<file path="config.mk">
export PLATFORM = sky130hd
export DESIGN_NAME = touch_sample_trimmed_mean
export DESIGN_NICKNAME = d
export VERILOG_FILES = /design/src/hw/rtl/tstm_pkg.sv /design/src/hw/rtl/touch_sample_trimmed_mean.sv /design/src/hw/rtl/tstm_ctrl.sv /design/src/hw/rtl/tstm_datapath.sv
export SDC_FILE = /design/constraint.sdc
export NUM_CORES = 1
export LEC_CHECK = 0
export BUFFER_PORTS_ARGS = -buffer_cell sky130_fd_sc_hd__buf_2
export CAP_MARGIN = 20
export CELL_PAD_IN_SITES_DETAIL_PLACEMENT = 0
export CELL_PAD_IN_SITES_GLOBAL_PLACEMENT = 1
export CORE_UTILIZATION = 54
export CTS_BUF_LIST = sky130_fd_sc_hd__clkbuf_8
export DETAILED_ROUTE_END_ITERATION = 8
export GPL_TIMING_DRIVEN = 0
export MAX_ROUTING_LAYER = met4
export PLACE_DENSITY_LB_ADDON = 0.1
export SYNTH_ARGS = -nofsm -noshare
export SYNTH_HDL_FRONTEND = slang
export SYNTH_HIERARCHICAL = 1
export SYNTH_SLANG_ARGS = --single-unit
export TNS_END_PERCENT = 1
</file>
<file path="constraint.sdc">
create_clock -name clk -period 6.69 [get_ports clk]
set_clock_uncertainty 0.1 [all_clocks]
set_input_delay 1.6725 -clock clk [delete_from_list [all_inputs] [get_ports clk]]
set_output_delay 1.6725 -clock clk [all_outputs]
set_load 0.005 [all_outputs]
</file>
<file path="src/hw/rtl/tstm_pkg.sv">
// ---------------------------------------------------------------------------
// tstm_pkg
// Shared types, constants and control structs of the trimmed-mean filter.
// ---------------------------------------------------------------------------
`timescale 1ns / 1ps

package tstm_pkg;

    localparam int SAMPLE_COUNT = 10;
    localparam int TRIM_LOW     = 3;
    localparam int SAMPLE_BITS  = 12;
    localparam int KEEP_COUNT   = 5;

    localparam int CNT_W  = $clog2(SAMPLE_COUNT);
    localparam int RANK_W = $clog2(KEEP_COUNT);
    localparam int SUM_W  = SAMPLE_BITS + $clog2(KEEP_COUNT);

    // floor(s / KEEP_COUNT) = (s * RECIP) >> DIV_SHIFT, exact for s < 2**(SUM_W+1)
    localparam int DIV_SHIFT = SUM_W + 3;
    localparam int RECIP     = (1 << DIV_SHIFT) / KEEP_COUNT + 1;
    localparam int RECIP_W   = DIV_SHIFT - 2;
    localparam int PROD_W    = SUM_W + RECIP_W;

    localparam int CFG_IDX_W = 2;

    localparam logic [SAMPLE_BITS-1:0] LOWER_RESET = SAMPLE_BITS'(100);
    localparam logic [SAMPLE_BITS-1:0] UPPER_RESET = SAMPLE_BITS'(4000);

    typedef logic [SAMPLE_BITS-1:0] sample_t;
    typedef logic [CFG_IDX_W-1:0]   cfg_idx_t;

    localparam cfg_idx_t CFG_LOWER_LIMIT = 2'd0;
    localparam cfg_idx_t CFG_UPPER_LIMIT = 2'd1;

    typedef enum logic [1:0] {
        S_IDLE,
        S_SUM,
        S_MUL,
        S_DONE
    } state_t;

    typedef struct packed {
        logic insert;     // store the pair in both sorted chains
        logic release_pen;// emit an early-release result, clear count
        logic sum_start;  // clear accumulators and rank counter
        logic sum_step;   // add one kept rank per axis
        logic mul;        // reciprocal multiply of the sums
        logic finish;     // load the full result and strobe it
    } cmd_t;

    typedef struct packed {
        logic pen_down;
        logic in_range;
        logic last;       // this pair completes the set
        logic sum_last;   // final kept rank being added
    } status_t;

endpackage

</file>
<file path="src/hw/rtl/touch_sample_trimmed_mean.sv">
// ---------------------------------------------------------------------------
// touch_sample_trimmed_mean
// Trimmed-mean filter for touch ADC sample pairs.
// ---------------------------------------------------------------------------
// Stored or rejected beats leave busy low; a pen release gives its result
// strobe in the cycle after it is accepted.
// The beat that completes the set holds busy through the summing, multiply
// and load states (one kept rank summed per cycle, one reciprocal multiply,
// one load), and done rises with the loaded result. The receiver cannot stall.
// Reset clears the count, the sequencer and the strobe; limits return to 100/4000.
`timescale 1ns / 1ps

module touch_sample_trimmed_mean (
    input  logic               clk,
    input  logic               rst_n,
    input  logic               start,
    output logic               busy,
    input  tstm_pkg::sample_t  x_sample,
    input  tstm_pkg::sample_t  y_sample,
    input  logic               pen_down,
    output logic               done,
    output tstm_pkg::sample_t  x_filtered,
    output tstm_pkg::sample_t  y_filtered,
    output logic               complete,
    input  logic               cfg_valid,
    output logic               cfg_ready,
    input  tstm_pkg::cfg_idx_t cfg_index,
    input  tstm_pkg::sample_t  cfg_data
);
    import tstm_pkg::*;

    cmd_t    cmd;
    status_t status;

    assign cfg_ready = 1'b1;

    tstm_ctrl u_ctrl (
        .clk    (clk),
        .rst_n  (rst_n),
        .start  (start),
        .status (status),
        .cmd    (cmd),
        .busy   (busy)
    );

    tstm_datapath u_datapath (
        .clk        (clk),
        .rst_n      (rst_n),
        .x_sample   (x_sample),
        .y_sample   (y_sample),
        .pen_down   (pen_down),
        .cfg_valid  (cfg_valid),
        .cfg_index  (cfg_index),
        .cfg_data   (cfg_data),
        .cmd        (cmd),
        .status     (status),
        .x_filtered (x_filtered),
        .y_filtered (y_filtered),
        .complete   (complete),
        .done       (done)
    );

endmodule

</file>
<file path="src/hw/rtl/tstm_ctrl.sv">
// ---------------------------------------------------------------------------
// tstm_ctrl
// Sequencer: accept, sum the kept ranks, divide, report.
// ---------------------------------------------------------------------------
`timescale 1ns / 1ps

module tstm_ctrl (
    input  logic              clk,
    input  logic              rst_n,
    input  logic              start,
    input  tstm_pkg::status_t status,
    output tstm_pkg::cmd_t    cmd,
    output logic              busy
);
    import tstm_pkg::*;

    state_t state_reg;
    state_t state_next;

    always_ff @(posedge clk or negedge rst_n)
    begin
        if (!rst_n)
        begin
            state_reg <= S_IDLE;
        end
        else
        begin
            state_reg <= state_next;
        end
    end

    always_comb
    begin
        state_next = state_reg;
        unique case (state_reg)
            S_IDLE:
            begin
                if (start && status.pen_down && status.in_range && status.last)
                begin
                    state_next = S_SUM;
                end
            end
            S_SUM:
            begin
                if (status.sum_last)
                begin
                    state_next = S_MUL;
                end
            end
            S_MUL:
            begin
                state_next = S_DONE;
            end
            S_DONE:
            begin
                state_next = S_IDLE;
            end
            default:
            begin
                state_next = S_IDLE;
            end
        endcase
    end

    always_comb
    begin
        cmd  = '0;
        busy = 1'b1;
        unique case (state_reg)
            S_IDLE:
            begin
                busy = 1'b0;
                if (start)
                begin
                    cmd.release_pen = !status.pen_down;
                    cmd.insert      = status.pen_down && status.in_range;
                    cmd.sum_start   = status.pen_down && status.in_range && status.last;
                end
            end
            S_SUM:
            begin
                cmd.sum_step = 1'b1;
            end
            S_MUL:
            begin
                cmd.mul = 1'b1;
            end
            S_DONE:
            begin
                cmd.finish = 1'b1;
            end
            default:
            begin
                cmd = '0;
            end
        endcase
    end

endmodule

</file>
<file path="src/hw/rtl/tstm_datapath.sv">
// ---------------------------------------------------------------------------
// tstm_datapath
// Limit registers, sorted insertion chains, rank accumulator and divider.
// ---------------------------------------------------------------------------
`timescale 1ns / 1ps

module tstm_datapath (
    input  logic               clk,
    input  logic               rst_n,
    input  tstm_pkg::sample_t  x_sample,
    input  tstm_pkg::sample_t  y_sample,
    input  logic               pen_down,
    input  logic               cfg_valid,
    input  tstm_pkg::cfg_idx_t cfg_index,
    input  tstm_pkg::sample_t  cfg_data,
    input  tstm_pkg::cmd_t     cmd,
    output tstm_pkg::status_t  status,
    output tstm_pkg::sample_t  x_filtered,
    output tstm_pkg::sample_t  y_filtered,
    output logic               complete,
    output logic               done
);
    import tstm_pkg::*;

    typedef logic [SAMPLE_COUNT-1:0][SAMPLE_BITS-1:0] chain_t;

    // Insert v into a chain held largest first; only the first count entries are live.
    function automatic chain_t chain_insert(chain_t old, logic [CNT_W-1:0] count, sample_t v);
        chain_t                  res;
        logic [SAMPLE_COUNT-1:0] keep;
        for (int i = 0; i < SAMPLE_COUNT; i++)
        begin
            keep[i] = (CNT_W'(i) < count) && (old[i] >= v);
        end
        for (int i = 0; i < SAMPLE_COUNT; i++)
        begin
            if (keep[i])
            begin
                res[i] = old[i];
            end
            else if (i == 0)
            begin
                res[i] = v;
            end
            else if (keep[i-1])
            begin
                res[i] = v;
            end
            else
            begin
                res[i] = old[i-1];
            end
        end
        return res;
    endfunction

    sample_t               lower_reg;
    sample_t               upper_reg;
    logic [CNT_W-1:0]      count_reg;
    logic [CNT_W-1:0]      count_next;
    chain_t                x_chain_reg;
    chain_t                y_chain_reg;
    logic [RANK_W-1:0]     rank_reg;
    logic [SUM_W-1:0]      x_acc_reg;
    logic [SUM_W-1:0]      y_acc_reg;
    logic [PROD_W-1:0]     x_prod_reg;
    logic [PROD_W-1:0]     y_prod_reg;
    sample_t               x_res_reg;
    sample_t               y_res_reg;
    logic                  complete_reg;
    logic                  done_reg;
    logic [CNT_W-1:0]      pick;
    int                    rank_pos;

    // Configuration writes
    always_ff @(posedge clk or negedge rst_n)
    begin
        if (!rst_n)
        begin
            lower_reg <= LOWER_RESET;
            upper_reg <= UPPER_RESET;
        end
        else if (cfg_valid)
        begin
            unique case (cfg_index)
                CFG_LOWER_LIMIT: lower_reg <= cfg_data;
                CFG_UPPER_LIMIT: upper_reg <= cfg_data;
                default:         ;
            endcase
        end
    end

    assign status.pen_down = pen_down;
    assign status.in_range = (x_sample > lower_reg) && (x_sample < upper_reg) &&
                             (y_sample > lower_reg) && (y_sample < upper_reg);
    assign status.last     = (count_reg == CNT_W'(SAMPLE_COUNT - 1));
    assign status.sum_last = (rank_reg == RANK_W'(KEEP_COUNT - 1));

    always_comb
    begin
        count_next = count_reg;
        if (cmd.release_pen)
        begin
            count_next = '0;
        end
        else if (cmd.insert)
        begin
            count_next = status.last ? '0 : count_reg + 1'b1;
        end
    end

    always_ff @(posedge clk or negedge rst_n)
    begin
        if (!rst_n)
        begin
            count_reg <= '0;
            done_reg  <= 1'b0;
        end
        else
        begin
            count_reg <= count_next;
            done_reg  <= cmd.release_pen || cmd.finish;
        end
    end

    // Kept rank, clamped to the smallest entry past the end of the set
    always_comb
    begin
        rank_pos = TRIM_LOW + int'(rank_reg);
        if (rank_pos > SAMPLE_COUNT - 1)
        begin
            pick = CNT_W'(SAMPLE_COUNT - 1);
        end
        else
        begin
            pick = CNT_W'(rank_pos);
        end
    end

    always_ff @(posedge clk)
    begin
        if (cmd.insert)
        begin
            x_chain_reg <= chain_insert(x_chain_reg, count_reg, x_sample);
            y_chain_reg <= chain_insert(y_chain_reg, count_reg, y_sample);
        end
        if (cmd.sum_start)
        begin
            rank_reg  <= '0;
            x_acc_reg <= '0;
            y_acc_reg <= '0;
        end
        else if (cmd.sum_step)
        begin
            rank_reg  <= rank_reg + 1'b1;
            x_acc_reg <= x_acc_reg + SUM_W'(x_chain_reg[pick]);
            y_acc_reg <= y_acc_reg + SUM_W'(y_chain_reg[pick]);
        end
        if (cmd.mul)
        begin
            x_prod_reg <= PROD_W'(x_acc_reg) * PROD_W'(RECIP);
            y_prod_reg <= PROD_W'(y_acc_reg) * PROD_W'(RECIP);
        end
        if (cmd.release_pen)
        begin
            x_res_reg    <= '0;
            y_res_reg    <= '0;
            complete_reg <= 1'b0;
        end
        else if (cmd.finish)
        begin
            x_res_reg    <= SAMPLE_BITS'(x_prod_reg >> DIV_SHIFT);
            y_res_reg    <= SAMPLE_BITS'(y_prod_reg >> DIV_SHIFT);
            complete_reg <= 1'b1;
        end
    end

    assign x_filtered = x_res_reg;
    assign y_filtered = y_res_reg;
    assign complete   = complete_reg;
    assign done       = done_reg;

endmodule

</file>
==> metrics.md <==
| Metric | Value |
|---|---|
| Grt met1 use | `0.346` |
| Met3 Use GR | `0.0349` |
| Hold Fails Final Rpt | `0` |
| DRT Wirelength | `between 70 and 80 mm` |
| Most common cell after layout, fill and taps aside | `ha_1` |
| Worst slack, placed | `-1.01 ns` |
| Num rows | `86` |
| Max-Cap Viols | `0` |
| FF-to-FF Start | `u_datapath/rank_reg[0]$_SDFFE_PP0P_` |
| Reg-to-Reg End | `u_datapath/x_acc_reg[12]$_SDFFE_PP0P_` |
| Syn nets | `3,340` |
| Clock sink count | `~350` |
| CP Class | `input port to flop` |
| Placer Congestion | `0.932` |
| CTS tree | `built` |
| Syn Inst Count | `roughly 2.6k` |
| Actual slew at the worst max-slew pin | `between 1 and 1.5 ns` |
| Critical path startpoint category | `input port` |
| Minimum clock period | `slightly below 7 ns` |
| Clock transition at path regs | `approximately 0.06 ns` |
| Synth Area in Compound Gates | `0.101` |
| Largest family of logic cells by synthesized area | `adder cells` |
| Synth warn | `6` |
| IR Drop Worst-Case VDD | `around 0.00016 V` |
| Cell area after synthesis | `30,100 um2` |
| I/O Pins | `71` |
| Global-route wire length before repair | `between 100 and 150 mm` |
| CTS buffer count | `about 70` |
| Post-detailed-route DRC marker count | `0` |
| Simple-Gate Fraction of Synth Area | `0.0629` |
| Post-DR vias/cell | `~5.8` |
| Post-synth EDFFs | `264` |
| Hold path start | `u_datapath/complete$_SDFFE_PP0P_` |
| Status | `finished, violations left` |
| RSZ-0062 raised after global routing | `yes` |
| DP Area | `31,400 um2` |
| Most frequent cells in the layout | `ha_1 (540), inv_1 (310), edfxtp_1 (264)` |
| Main synth FF type | `edfxtp_1` |
| Critical path peak fanout | `16` |
| Die height | `~240 um` |
| Mapped Avg Cell Area | `between 10 and 15 um2` |
| Layout cells sized above 1 | `0.165` |
| Failing checks | `negative setup slack` |
| FMAX | `around 150 MHz` |
| R2R setup slack | `0.31 ns` |
| Adder-Cell Fraction of Synth Area | `0.300` |
| Reg2Reg Depth | `22` |
| Routed Antenna Nets | `0` |
| Clock buffer depth | `3` |
| Area Growth Syn to Fin | `8.97%` |
| Clock Tree Root | `clkbuf_8` |
| CP required | `6.85 ns` |
| Global-route track usage on met2 | `0.487` |
| Die Span X | `about 240 um` |
| Worst endpoint data arrival time | `6.99 ns` |
| Layout fillers | `around 4.7k` |
| Hold Crit Endpoint | `u_datapath/complete$_SDFFE_PP0P_` |
| Input/output buffers | `68` |
| Hpwl dp | `around 63 mm` |
| Die area | `roughly 57,000 um2` |
| Post-synthesis mux area share | `0.143` |
| Fin area | `approximately 33,000 um2` |
| # nets final | `3,488` |
| Layer with the highest usage | `met2` |
| Detailed Route Iter0 Violations | `between 1k and 1.5k` |
| XOR/XNOR Fraction of Synth Area | `0.0175` |
| Vias post-DR | `approximately 21k` |
| Max_slew headroom | `0.251` |
| #FFs+latches synth | `353` |
| Pre-antenna DRT Iters | `7` |
| PwrDens | `157 nW/um2` |
| Sequential share of the synthesized area | `0.328` |
| Clk_lat worst skew | `roughly 0.66 ns` |
| DR WL/cell | `21.4 um` |
| Max-slew violation count | `0` |
| Tightest Hold Check Type | `flop to flop` |
| H-tree lvl count | `3` |
| Post-synth cell types | `72` |
| Final count of negative-setup-slack endpoints | `between 70 and 80` |
| Tcrit/Tclk final | `1.02` |
| Largest net degree at the start of global routing | `32` |
| Total grt overflow | `0` |
| Worst Hold Depth | `2` |
| Vias in the first global route | `between 20k and 25k` |
| Async S/R FF share, synth | `0.0878` |
| Core area | `between 50,000 and 60,000 um2` |
| PnR worst setup slack | `-0.133 ns` |
| Initial antenna violation count | `1` |
| Starting Density | `0.546` |
| Setup crit end kind | `flop` |
| LEAKAGE | `roughly 0.015 uW` |
| Total GRT Usage | `0.286` |
cells by family after synthesis:
kind of cell    count (synthesis)
compound gates                481
xor+xnor                       60
fa+ha+maj                     654
buf+inv                       360
flops                         353
mux                           345
other cells                     1
simple gates                  389
cells in the mapped netlist, types with 19 or more instances:
cell type  number  area share
a21o_1         94       0.023
a21oi_1       125       0.021
buf_2          19      0.0032
clkbuf_1       45      0.0056
dfrtp_1        22       0.018
dfxtp_1        58       0.039
edfxtp_1      264        0.26
fa_1          114       0.076
ha_1          540        0.22
inv_1         283       0.035
mux2_2        193       0.072
mux2i_1        97       0.032
mux4_2         46       0.034
nand2_1        83       0.010
nand2b_1       47      0.0098
nand3_1        20      0.0033
nor2_1        126       0.016
nor2b_1        30      0.0062
nor3_1         22      0.0037
o21a_1         19      0.0047
o21ai_0       112       0.019
o22ai_1        25      0.0052
xnor2_1        47       0.014
power by group:
part	leakage (uW)	switching [uW]	total, uW	internal (uW)
Clock	0.000742	995	2020	1020
Combinational	0.0105	386	665	278
Sequential	0.00329	42.6	2470	2430
Total	0.0145	1420	5150	3730
per-stage QoR:
stage	util	setup TNS [ns]	hold slack, ns	std cells	power (uW)
floorplan	-	0	0.357	2643	2950
global placement	0.569	-123.52	0.347	3459	3140
detailed placement	0.570	-120.28	0.352	3462	3170
CTS	0.594	-2.08	0.365	3589	5220
global route	0.595	-16.17	0.385	3595	5410
finish	0.595	-5.32	0.361	3595	5150
critical path, cell delays in order:
cell	delay [ns]
buf_2	0.41
inv_1	0.43
ha_1	0.40
nand4_1	0.12
nor3_1	0.05
a2111oi_0	0.32
o2111ai_1	0.17
a21oi_1	0.17
o211a_1	0.42
nand2_1	0.09
nor2_1	0.26
clkbuf_1	0.57
clkinvlp_4	0.50
clkbuf_1	0.41
nor2_1	0.95
repair_timing:
item | CTS | global route
gates resized for setup | 9 | 10
endpoints found under the setup margin | 107 | 89
pin swaps | 1 | 0
cloned | 0 | 0
hold buffers | 0 | 0
hold endpoints to repair | 0 | 0
setup buffers | 1 | 0
metal layers:
metal,wire length [um],up-vias,share of wire
li1,-,9979,-
met2,37800,552,0.49
met1,32600,10200,0.42
met3,3580,147,0.047
met5,0,-,0
met4,2950,0,0.038
final cells by class:
type / instances / area (um2) / area share
Multi-Input combinational cell: 1930 / 18900 / 0.576
Sequential cell: 353 / 9880 / 0.301
Inverter: 285 / 1070 / 0.0327
Clock buffer: 70 / 963 / 0.0294
Tap cell: 748 / 936 / 0.0285
Timing Repair Buffer: 77 / 435 / 0.0133
Buffer: 75 / 333 / 0.0101
Clock inverter: 56 / 290 / 0.00885
Antenna cell: 1 / 2.50 / 0.0000763
how the worst max path moves through the flow:
stage	start	to	slack, ns	depth (start not counted)
6_report	x_sample[0]	u_datapath/x_chain_reg[23]$_DFFE_PP_	-0.13	15
5_1_grt	x_sample[0]	u_datapath/x_chain_reg[23]$_DFFE_PP_	-0.23	15
4_1_cts	x_sample[0]	u_datapath/x_chain_reg[83]$_DFFE_PP_	-0.07	15
3_5_place_dp	x_sample[0]	u_datapath/x_chain_reg[108]$_DFFE_PP_	-1.01	16
3_3_place_gp	x_sample[0]	u_datapath/x_chain_reg[108]$_DFFE_PP_	-0.86	16
2_1_floorplan	u_datapath/x_acc_reg[13]$_SDFFE_PP0P_	u_datapath/x_prod_reg[28]$_DFFE_PP_	1.15	23
Power figures use the tool's default switching activity.
